File: config.mk
export PLATFORM = sky130hd
export DESIGN_NAME = bls_ctrl
export DESIGN_NICKNAME = d
export VERILOG_FILES = /design/src/rtl/core/bls_pkg.sv /design/src/rtl/core/bls_ctrl.sv
export SDC_FILE = /design/constraint.sdc
export NUM_CORES = 1
export LEC_CHECK = 0
export BUFFER_PORTS_ARGS = -buffer_cell sky130_fd_sc_hd__buf_2
export CAP_MARGIN = 40
export CORE_AREA = 5 5 42 44
export CTS_CLUSTER_DIAMETER = 120
export DETAILED_ROUTE_END_ITERATION = 7
export DIE_AREA = 0 0 47 49
export SETUP_SLACK_MARGIN = 0.1
export SLEW_MARGIN = 10
export SYNTH_ARGS = -nofsm -noshare
export SYNTH_HDL_FRONTEND = slang
export SYNTH_SLANG_ARGS = --single-unit
File: constraint.sdc
create_clock -name clk -period 1.8 [get_ports clk]
set_input_delay 0.09 -clock clk [delete_from_list [all_inputs] [get_ports clk]]
set_output_delay 0.09 -clock clk [all_outputs]
set_load 0.01 [all_outputs]
File: src/rtl/core/bls_pkg.sv
// Package for the bounded list store: payload structs, opcode and status codes,
// and the command/status structs between controller and datapath.
// No dependencies.
package bls_pkg;

  localparam int unsigned CAPACITY_DEF = 256;

  typedef enum logic [1:0] {
    OP_FIND   = 2'd0,
    OP_MODIFY = 2'd1,
    OP_APPEND = 2'd2,
    OP_REMOVE = 2'd3
  } op_t;

  typedef enum logic [1:0] {
    ST_OK        = 2'd0,
    ST_NOT_FOUND = 2'd1,
    ST_RANGE     = 2'd2,
    ST_FULL      = 2'd3
  } status_t;

  typedef struct packed {
    logic [1:0]  opcode;
    logic [7:0]  position;
    logic [30:0] datum;
  } in_item_t;

  typedef struct packed {
    logic [1:0]  status;
    logic [7:0]  found_at;
    logic [30:0] previous_value;
    logic [8:0]  live_count;
  } res_item_t;

  typedef enum logic [2:0] {
    S_IDLE,
    S_DISPATCH,
    S_FIND,
    S_MOD_RD,
    S_MOD_WR,
    S_SHIFT,
    S_FINISH
  } state_t;

  // Controller to datapath
  typedef struct packed {
    logic    load_item;
    logic    scan_find_init;
    logic    scan_shift_init;
    logic    scan_run;
    logic    shift_wr;
    logic    rd_pos;
    logic    mem_modify;
    logic    mem_append;
    logic    capture_prev;
    logic    set_found;
    logic    set_status;
    status_t status_code;
    logic    cnt_dec;
    logic    out_load;
  } cmd_t;

  // Datapath to controller
  typedef struct packed {
    op_t  opcode;
    logic in_range;
    logic full;
    logic scan_more;
    logic chk_valid;
    logic hit;
    logic out_free;
  } stat_t;

endpackage

File: src/rtl/core/bls_ctrl.sv
// Controller of the bounded list store: sequences each operation and drives
// the datapath by command struct. Depends on bls_pkg.
module bls_ctrl
  import bls_pkg::*;
(
  input  logic  clk,
  input  logic  rst,
  input  logic  in_valid,
  output logic  in_stall,
  input  stat_t stat,
  output cmd_t  cmd
);

  state_t state, state_next;

  logic scan_done;
  assign scan_done = !stat.chk_valid && !stat.scan_more;

  always_ff @(posedge clk) begin
    if (rst) begin
      state <= S_IDLE;
    end else begin
      state <= state_next;
    end
  end

  // Next state
  always_comb begin
    state_next = state;
    unique case (state)
      S_IDLE: begin
        if (in_valid) state_next = S_DISPATCH;
      end
      S_DISPATCH: begin
        unique case (stat.opcode)
          OP_FIND:   state_next = S_FIND;
          OP_MODIFY: state_next = stat.in_range ? S_MOD_RD : S_FINISH;
          OP_APPEND: state_next = S_FINISH;
          OP_REMOVE: state_next = stat.in_range ? S_SHIFT : S_FINISH;
          default:   state_next = S_FINISH;
        endcase
      end
      S_FIND: begin
        if (stat.hit || scan_done) state_next = S_FINISH;
      end
      S_MOD_RD: state_next = S_MOD_WR;
      S_MOD_WR: state_next = S_FINISH;
      S_SHIFT: begin
        if (scan_done) state_next = S_FINISH;
      end
      S_FINISH: begin
        if (stat.out_free) state_next = S_IDLE;
      end
      default: state_next = S_IDLE;
    endcase
  end

  // Outputs
  always_comb begin
    cmd             = '0;
    cmd.status_code = ST_OK;
    in_stall        = (state != S_IDLE);
    unique case (state)
      S_IDLE: begin
        cmd.load_item = in_valid;
      end
      S_DISPATCH: begin
        unique case (stat.opcode)
          OP_FIND: begin
            cmd.scan_find_init = 1'b1;
            cmd.set_status     = 1'b1;
            cmd.status_code    = ST_NOT_FOUND;
          end
          OP_MODIFY: begin
            if (!stat.in_range) begin
              cmd.set_status  = 1'b1;
              cmd.status_code = ST_RANGE;
            end
          end
          OP_APPEND: begin
            if (stat.full) begin
              cmd.set_status  = 1'b1;
              cmd.status_code = ST_FULL;
            end else begin
              cmd.mem_append = 1'b1;
            end
          end
          OP_REMOVE: begin
            if (stat.in_range) begin
              cmd.scan_shift_init = 1'b1;
            end else begin
              cmd.set_status  = 1'b1;
              cmd.status_code = ST_RANGE;
            end
          end
          default: ;
        endcase
      end
      S_FIND: begin
        cmd.scan_run = 1'b1;
        if (stat.hit) begin
          cmd.set_status  = 1'b1;
          cmd.status_code = ST_OK;
          cmd.set_found   = 1'b1;
        end
      end
      S_MOD_RD: begin
        cmd.rd_pos = 1'b1;
      end
      S_MOD_WR: begin
        cmd.mem_modify   = 1'b1;
        cmd.capture_prev = 1'b1;
      end
      S_SHIFT: begin
        cmd.scan_run = 1'b1;
        cmd.shift_wr = 1'b1;
        cmd.cnt_dec  = scan_done;
      end
      S_FINISH: begin
        cmd.out_load = stat.out_free;
      end
      default: ;
    endcase
  end

endmodule

==> impl_metrics.env, run 1 <==
export IMPL_firstDrtPassIters=2
export IMPL_slew_violations=0
export IMPL_outcome="complete, no violations"
export IMPL_die_area_sq_mm=0.00230
export IMPL_drc=0
export IMPL_core_sq_mm=0.00140
export IMPL_max_slew_margin_pct=76.6
export IMPL_synth_edff_count=0
export IMPL_root_buffer="clkbuf_4"
export IMPL_die_w_um=47
export IMPL_die_h_um=49
export IMPL_fin_tns_setup_ps=0
export IMPL_p_leak_nw=0.319
export IMPL_final_util_pct=38.9
export IMPL_worstPathCellList="inv_1, or3_1, nor2_1, a21o_1, buf_2"
export IMPL_grt_pass1_vias=436
export IMPL_worstSetupStartpointType="flip-flop"
export IMPL_arrival_ps=1510
export IMPL_p_seq_share_pct=21.4
export IMPL_largest_register="state"
export IMPL_vdd_drop_max_uv=387
export IMPL_synth_top_cell_area_share_pct=15.5
export IMPL_gp_congestion=0.663
export IMPL_fin_crit_sh_pct=88.9
export IMPL_netlist_area_sq_um=388
export IMPL_grt_max_degree=14
export IMPL_rsz0062_at_grt="false"
export IMPL_p_int_mw=0.378
export IMPL_swShare_pct=45.1
export IMPL_cts_made_buffers=3
export IMPL_rows=14
export IMPL_synthFlopType="dfxtp_1"
export IMPL_ant_nets=0
export IMPL_fin_crit_ps=1600
export IMPL_comb_power_share_pct=60.7
export IMPL_switchingPower_mw=0.310
export IMPL_yosysMostFrequentCell="nor2_1"
export IMPL_pin_count=27
export IMPL_syn2layout_area_growth_pct=40.6
export IMPL_routed_wl_um=1040
export IMPL_vias_per_cell=4.70
export IMPL_drv_cap=0
export IMPL_cpPeakStageDelay_ps=400
export IMPL_top_regs="state (3)"
export IMPL_worstSetupPathType="flip-flop to primary output"
export IMPL_hold_viol=0
export IMPL_r2r_start="state[2]"
export IMPL_ys_seq_area_share_pct=15.5
export IMPL_routedWlPerCell_um=10.3
export IMPL_hold_buffers=0
export IMPL_yosysTopAreaCell="dfxtp_1"
export IMPL_ys_warnings_count=0
export IMPL_synthTopCellsByArea="dfxtp_1 (15%), nor2_1 (8.7%), nor2b_1 (6.5%)"
export IMPL_synth_cells=58
export IMPL_drtIter0Drc=6
export IMPL_hold_class="input pin to flip-flop"
export IMPL_synth_seq_cells=3
export IMPL_htreeDepth=1
export IMPL_largest_reg_flops=3
export IMPL_yosysUniqueCellTypes=31
export IMPL_clkSlewWorstSetupHoldPaths_ps=40
export IMPL_grt_pass1_wl_um=1730
export IMPL_powerDensity_mw_per_mm2=1260
export IMPL_slowest_stage="dfxtp_2"
export IMPL_setup_violations_final=0
export IMPL_clock_sinks=3
export IMPL_critPathMaxFanout=10
export IMPL_clockPowerShare_pct=17.9
export IMPL_clock_latency_ps=240
export IMPL_clock_skew_ps=5.42
export IMPL_tritoncts="done"
export IMPL_cp_end_kind="primary output"
export IMPL_max_freq_ghz=0.625
export IMPL_initial_core_util_pct=27.7
export IMPL_async_reset_ff_share_pct=0
export IMPL_clockBufferDepth=2
export IMPL_drive_gt1_share_pct=42.4
export IMPL_yosys_top_cells_count="nor2_1 (9), inv_1 (6), nand2_1 (5)"
export IMPL_gr_total_overflow=0
export IMPL_track_usage_pct=9.92
export IMPL_vias=475
export IMPL_final_nets=97
export IMPL_worstSetupStartpoint="state[1]"
export IMPL_hpwl_um=835
export IMPL_cts_setup_buffers=0
export IMPL_worst_pin_slew_ps=350
export IMPL_hold_start="rst"
export IMPL_grt_antenna_before_repair=0
export IMPL_io_buffers=26
export IMPL_syn_area_per_cell_sq_um=6.69
export IMPL_cp_required_ps=1710
export IMPL_r2r_slack_ps=250
export IMPL_num_antenna_cells=0
export IMPL_synth_nets=69
==> power by group through the flow <==
stage                     combinational [mW]  clock [mW]  sequential [mW]
after floorplan                        0.342           0            0.111
after global placement                 0.423           0            0.142
after detailed placement               0.419           0            0.146
after CTS                              0.422       0.127            0.145
after global routing                   0.473       0.133            0.156
final                                  0.417       0.123            0.148
==> stage by stage <==
| stage | hold WS [ps] | instance area [sq um] | power [mW] | setup WS, ps | cells |
|---|---|---|---|---|---|
| 2_1_floorplan | 231 | 388 | 0.454 | 390 | 58 |
| 3_3_place_gp | 368 | 518 | 0.565 | 283 | 97 |
| 3_5_place_dp | 369 | 518 | 0.566 | 263 | 97 |
| 4_1_cts | 114 | 546 | 0.695 | 190 | 101 |
| 5_1_grt | 142 | 546 | 0.761 | 103 | 101 |
| 6_report | 115 | 546 | 0.688 | 201 | 101 |
==> final timing paths <==
check	endpoint	cells after the start
max	cmd[4]	5
min	state[2]	3
max reg2reg	state[0]	4
min reg2reg	state[1]	1
==> layout make-up <==
cell class / count / area [sq um]
Sequential cell: 3 / 61.3
Clock buffer: 4 / 26.3
Inverter: 6 / 22.5
Fill cell: 161 / 856
Timing Repair Buffer: 27 / 138
Multi-Input combinational cell: 45 / 278
Tap cell: 16 / 20.0
==> metal layers <==
metal | wire, um | track usage, % | up-vias | part of all wire, %
met3 | 89 | 1.48 | 2 | 8.5
met2 | 482 | 15.6 | 18 | 46
met4 | 21 | 6.91 | 0 | 2.0
li1 | - | - | 255 | -
met1 | 449 | 11.6 | 200 | 43
met5 | 0 | 0 | - | 0
==> repair_timing <==
item | 4_1_cts | 5_1_grt
hold endpoints to repair | 0 | 0
endpoints found under the setup margin | 1 | 0
resized for setup | 1 | 0
==> cell families (layout without fill, tap and decap cells) <==
kind of cell | count (synthesis) | after routing | share of synthesized area [%]
AND/OR/NAND/NOR | 34 | 34 | 49.0
flip-flops | 3 | 3 | 15.5
buffers and inverters | 10 | 37 | 12.9
AO/OA/AOI/OAI | 11 | 11 | 22.6
==> critical path: cells and delay by family (launching register included) <==
kind                   cells  cell delay [ps]
buffers and inverters      2              210
flip-flops                 1              400
AND/OR/NAND/NOR            2              560
AO/OA/AOI/OAI              1              100
==> layout by cell type, fill, tap and decap left out, types with 2 or more instances in the layout <==
| cell | n |
|---|---|
| nor3_1 | 4 |
| buf_2 | 26 |
| inv_1 | 6 |
| nor3b_1 | 3 |
| nor2b_1 | 4 |
| nand2_1 | 5 |
| dfxtp_1 | 2 |
| clkbuf_4 | 3 |
| nor2_1 | 9 |
(Power assumes the default switching activity.)
==> run 2, diff against run 1 <==
==> constraint.sdc (replaced) <==
create_clock -name clk -period 1.48 [get_ports clk]
set_input_delay 0.074 -clock clk [delete_from_list [all_inputs] [get_ports clk]]
set_output_delay 0.074 -clock clk [all_outputs]
set_load 0.01 [all_outputs]
==> run 2 against run 1 <==
Against the previous run:
- clock skew fell by 5.2 ps
- total power rose by 77%
- combinational power rose by 120%
- first-iteration DRC count rose by 33%
- clock power rose by 18%
- worst setup slack got worse by 190 ps
- largest cell class unchanged
- sequential power rose by 3%
- die area did not move
==> impl_metrics.env, run 2 (synthesis gave the netlist of run 1 again) <==
export IMPL_outcome="complete, no violations"
export IMPL_gr_total_overflow=0
export IMPL_hold_ws_ps=106
export IMPL_tritoncts="done"
export IMPL_crit_reg2reg_capture="state[1]"
export IMPL_setup_violations_final=0
export IMPL_p_int_mw=0.726
export IMPL_hold_buffers=0
export IMPL_track_usage_pct=11.2
export IMPL_drive_gt1_share_pct=65.3
export IMPL_swShare_pct=40.6
export IMPL_fin_cells=117
export IMPL_critPathMaxFanout=6
export IMPL_firstDrtPassIters=4
export IMPL_met3_length_um=97
export IMPL_switchingPower_mw=0.495
export IMPL_die_area_sq_mm=0.00230
export IMPL_core_sq_mm=0.00140
export IMPL_largest_register="state"
export IMPL_top_layer="met4"
export IMPL_ant_nets=0
export IMPL_final_util_pct=53.7
export IMPL_powerDensity_mw_per_mm2=1620
export IMPL_p_leak_nw=0.424
export IMPL_max_slew_margin_pct=81.4
export IMPL_worst_pin_slew_ps=277
export IMPL_p_seq_share_pct=12.4
export IMPL_cp_end_kind="primary output"
export IMPL_clock_skew_ps=0.184
export IMPL_arrival_ps=1390
export IMPL_vdd_drop_max_uv=629
export IMPL_clockPowerShare_pct=11.9
export IMPL_hold_viol=0
export IMPL_slew_violations=0
export IMPL_comb_power_share_pct=75.7
export IMPL_fin_crit_ps=1470
export IMPL_max_freq_ghz=0.682
export IMPL_routedWlPerCell_um=11.2
export IMPL_vias_per_cell=4.78
export IMPL_hold_start="rst"
export IMPL_grt_pass1_wl_um=1990
export IMPL_io_buffers=26
export IMPL_drc=0
export IMPL_grt_pass1_vias=494
export IMPL_drtIter0Drc=8
export IMPL_wl_met2_um=620
export IMPL_worst_slack_ps=12.7
export IMPL_final_nets=113
export IMPL_worstSetupPathType="flip-flop to primary output"
export IMPL_hold_class="input pin to flip-flop"
export IMPL_die_h_um=49
export IMPL_clock_latency_ps=230
export IMPL_power_total_mw=1.22
export IMPL_num_antenna_cells=0
export IMPL_syn2layout_area_growth_pct=93.9
export IMPL_worstSetupStartpointType="flip-flop"
export IMPL_rows=14
export IMPL_r2r_start="state[0]"
export IMPL_gp_congestion=0.709
export IMPL_fin_area_sq_um=752
export IMPL_grt_max_degree=14
export IMPL_fin_tns_setup_ps=0
export IMPL_pin_count=27
export IMPL_r2r_slack_ps=70
export IMPL_dp_cells=98
export IMPL_root_buffer="clkbuf_4"
export IMPL_rsz0062_at_grt="true"
export IMPL_hpwl_um=865
export IMPL_drv_cap=0
export IMPL_vias=559
export IMPL_final_cell_mix="buf_2 (26), buf_4 (14), nor2_1 (6), inv_1 (5), nand2_1 (4)"
export IMPL_placed_area_sq_um=527
export IMPL_layout_commonest_cell="buf_2"
export IMPL_die_w_um=47
export IMPL_cp_required_ps=1410
export IMPL_top_regs="state (3)"
export IMPL_cts_made_buffers=3
export IMPL_dp_slack_ps=77.2
export IMPL_largest_reg_flops=3
export IMPL_routed_wl_um=1310
export IMPL_clkSlewWorstSetupHoldPaths_ps=40
export IMPL_clock_sinks=3
export IMPL_clockBufferDepth=2
export IMPL_fin_crit_sh_pct=99.1
export IMPL_rr_worst_depth=4
export IMPL_initial_core_util_pct=27.7
export IMPL_hold_path_endpoint="state[2]"
export IMPL_grt_antenna_before_repair=0
export IMPL_wl_met1_um=577
export IMPL_holdPathStages=3
export IMPL_htreeDepth=1
run 2: worst max path at each step:
stage          startpoint        to  slack (ps)  depth (start not counted)
2_1_floorplan    state[1]  state[1]         120                          5
3_3_place_gp     state[1]  state[1]         110                          4
3_5_place_dp     state[1]  state[1]          80                          4
4_1_cts          state[0]    cmd[4]          20                          5
5_1_grt          state[0]    cmd[4]         -40                          5
6_report         state[0]    cmd[4]          10                          5
run 2: metal layers:
layer	global-route usage, %	up-vias
li1	-	287
met1	14.2	248
met5	0	-
met2	17.0	22
met4	5.53	0
met3	2.58	2
run 2: cell type report:
type,instances,area (sq um)
fill,144,649
multi-input combinational,45,354
timing repair buffer,43,263
sequential,3,66.3
clock buffer,4,26.3
inverter,6,22.5
tap,16,20.0
run 2: worst max-delay path, stage by stage (launching register included):
cell and delay (ps):
dfxtp_2 310, buf_6 120, or3_4 390, nor2_4 130, a21o_1 80, buf_2 120
run 2: power by group through the flow:
| stage | sequential (mW) | combinational [mW] | clock [mW] |
|---|---|---|---|
| 6_report | 0.152 | 0.924 | 0.145 |
| 5_1_grt | 0.155 | 0.999 | 0.161 |
| 4_1_cts | 0.143 | 0.765 | 0.146 |
| 3_5_place_dp | 0.148 | 0.569 | 0 |
| 3_3_place_gp | 0.147 | 0.564 | 0 |
| 2_1_floorplan | 0.137 | 0.416 | 0 |
run 2: repair_timing:
item	CTS	global route
setup endpoints to repair	13	13
gates resized for setup	12	12
pin swaps	5	5
buffers inserted	6	9
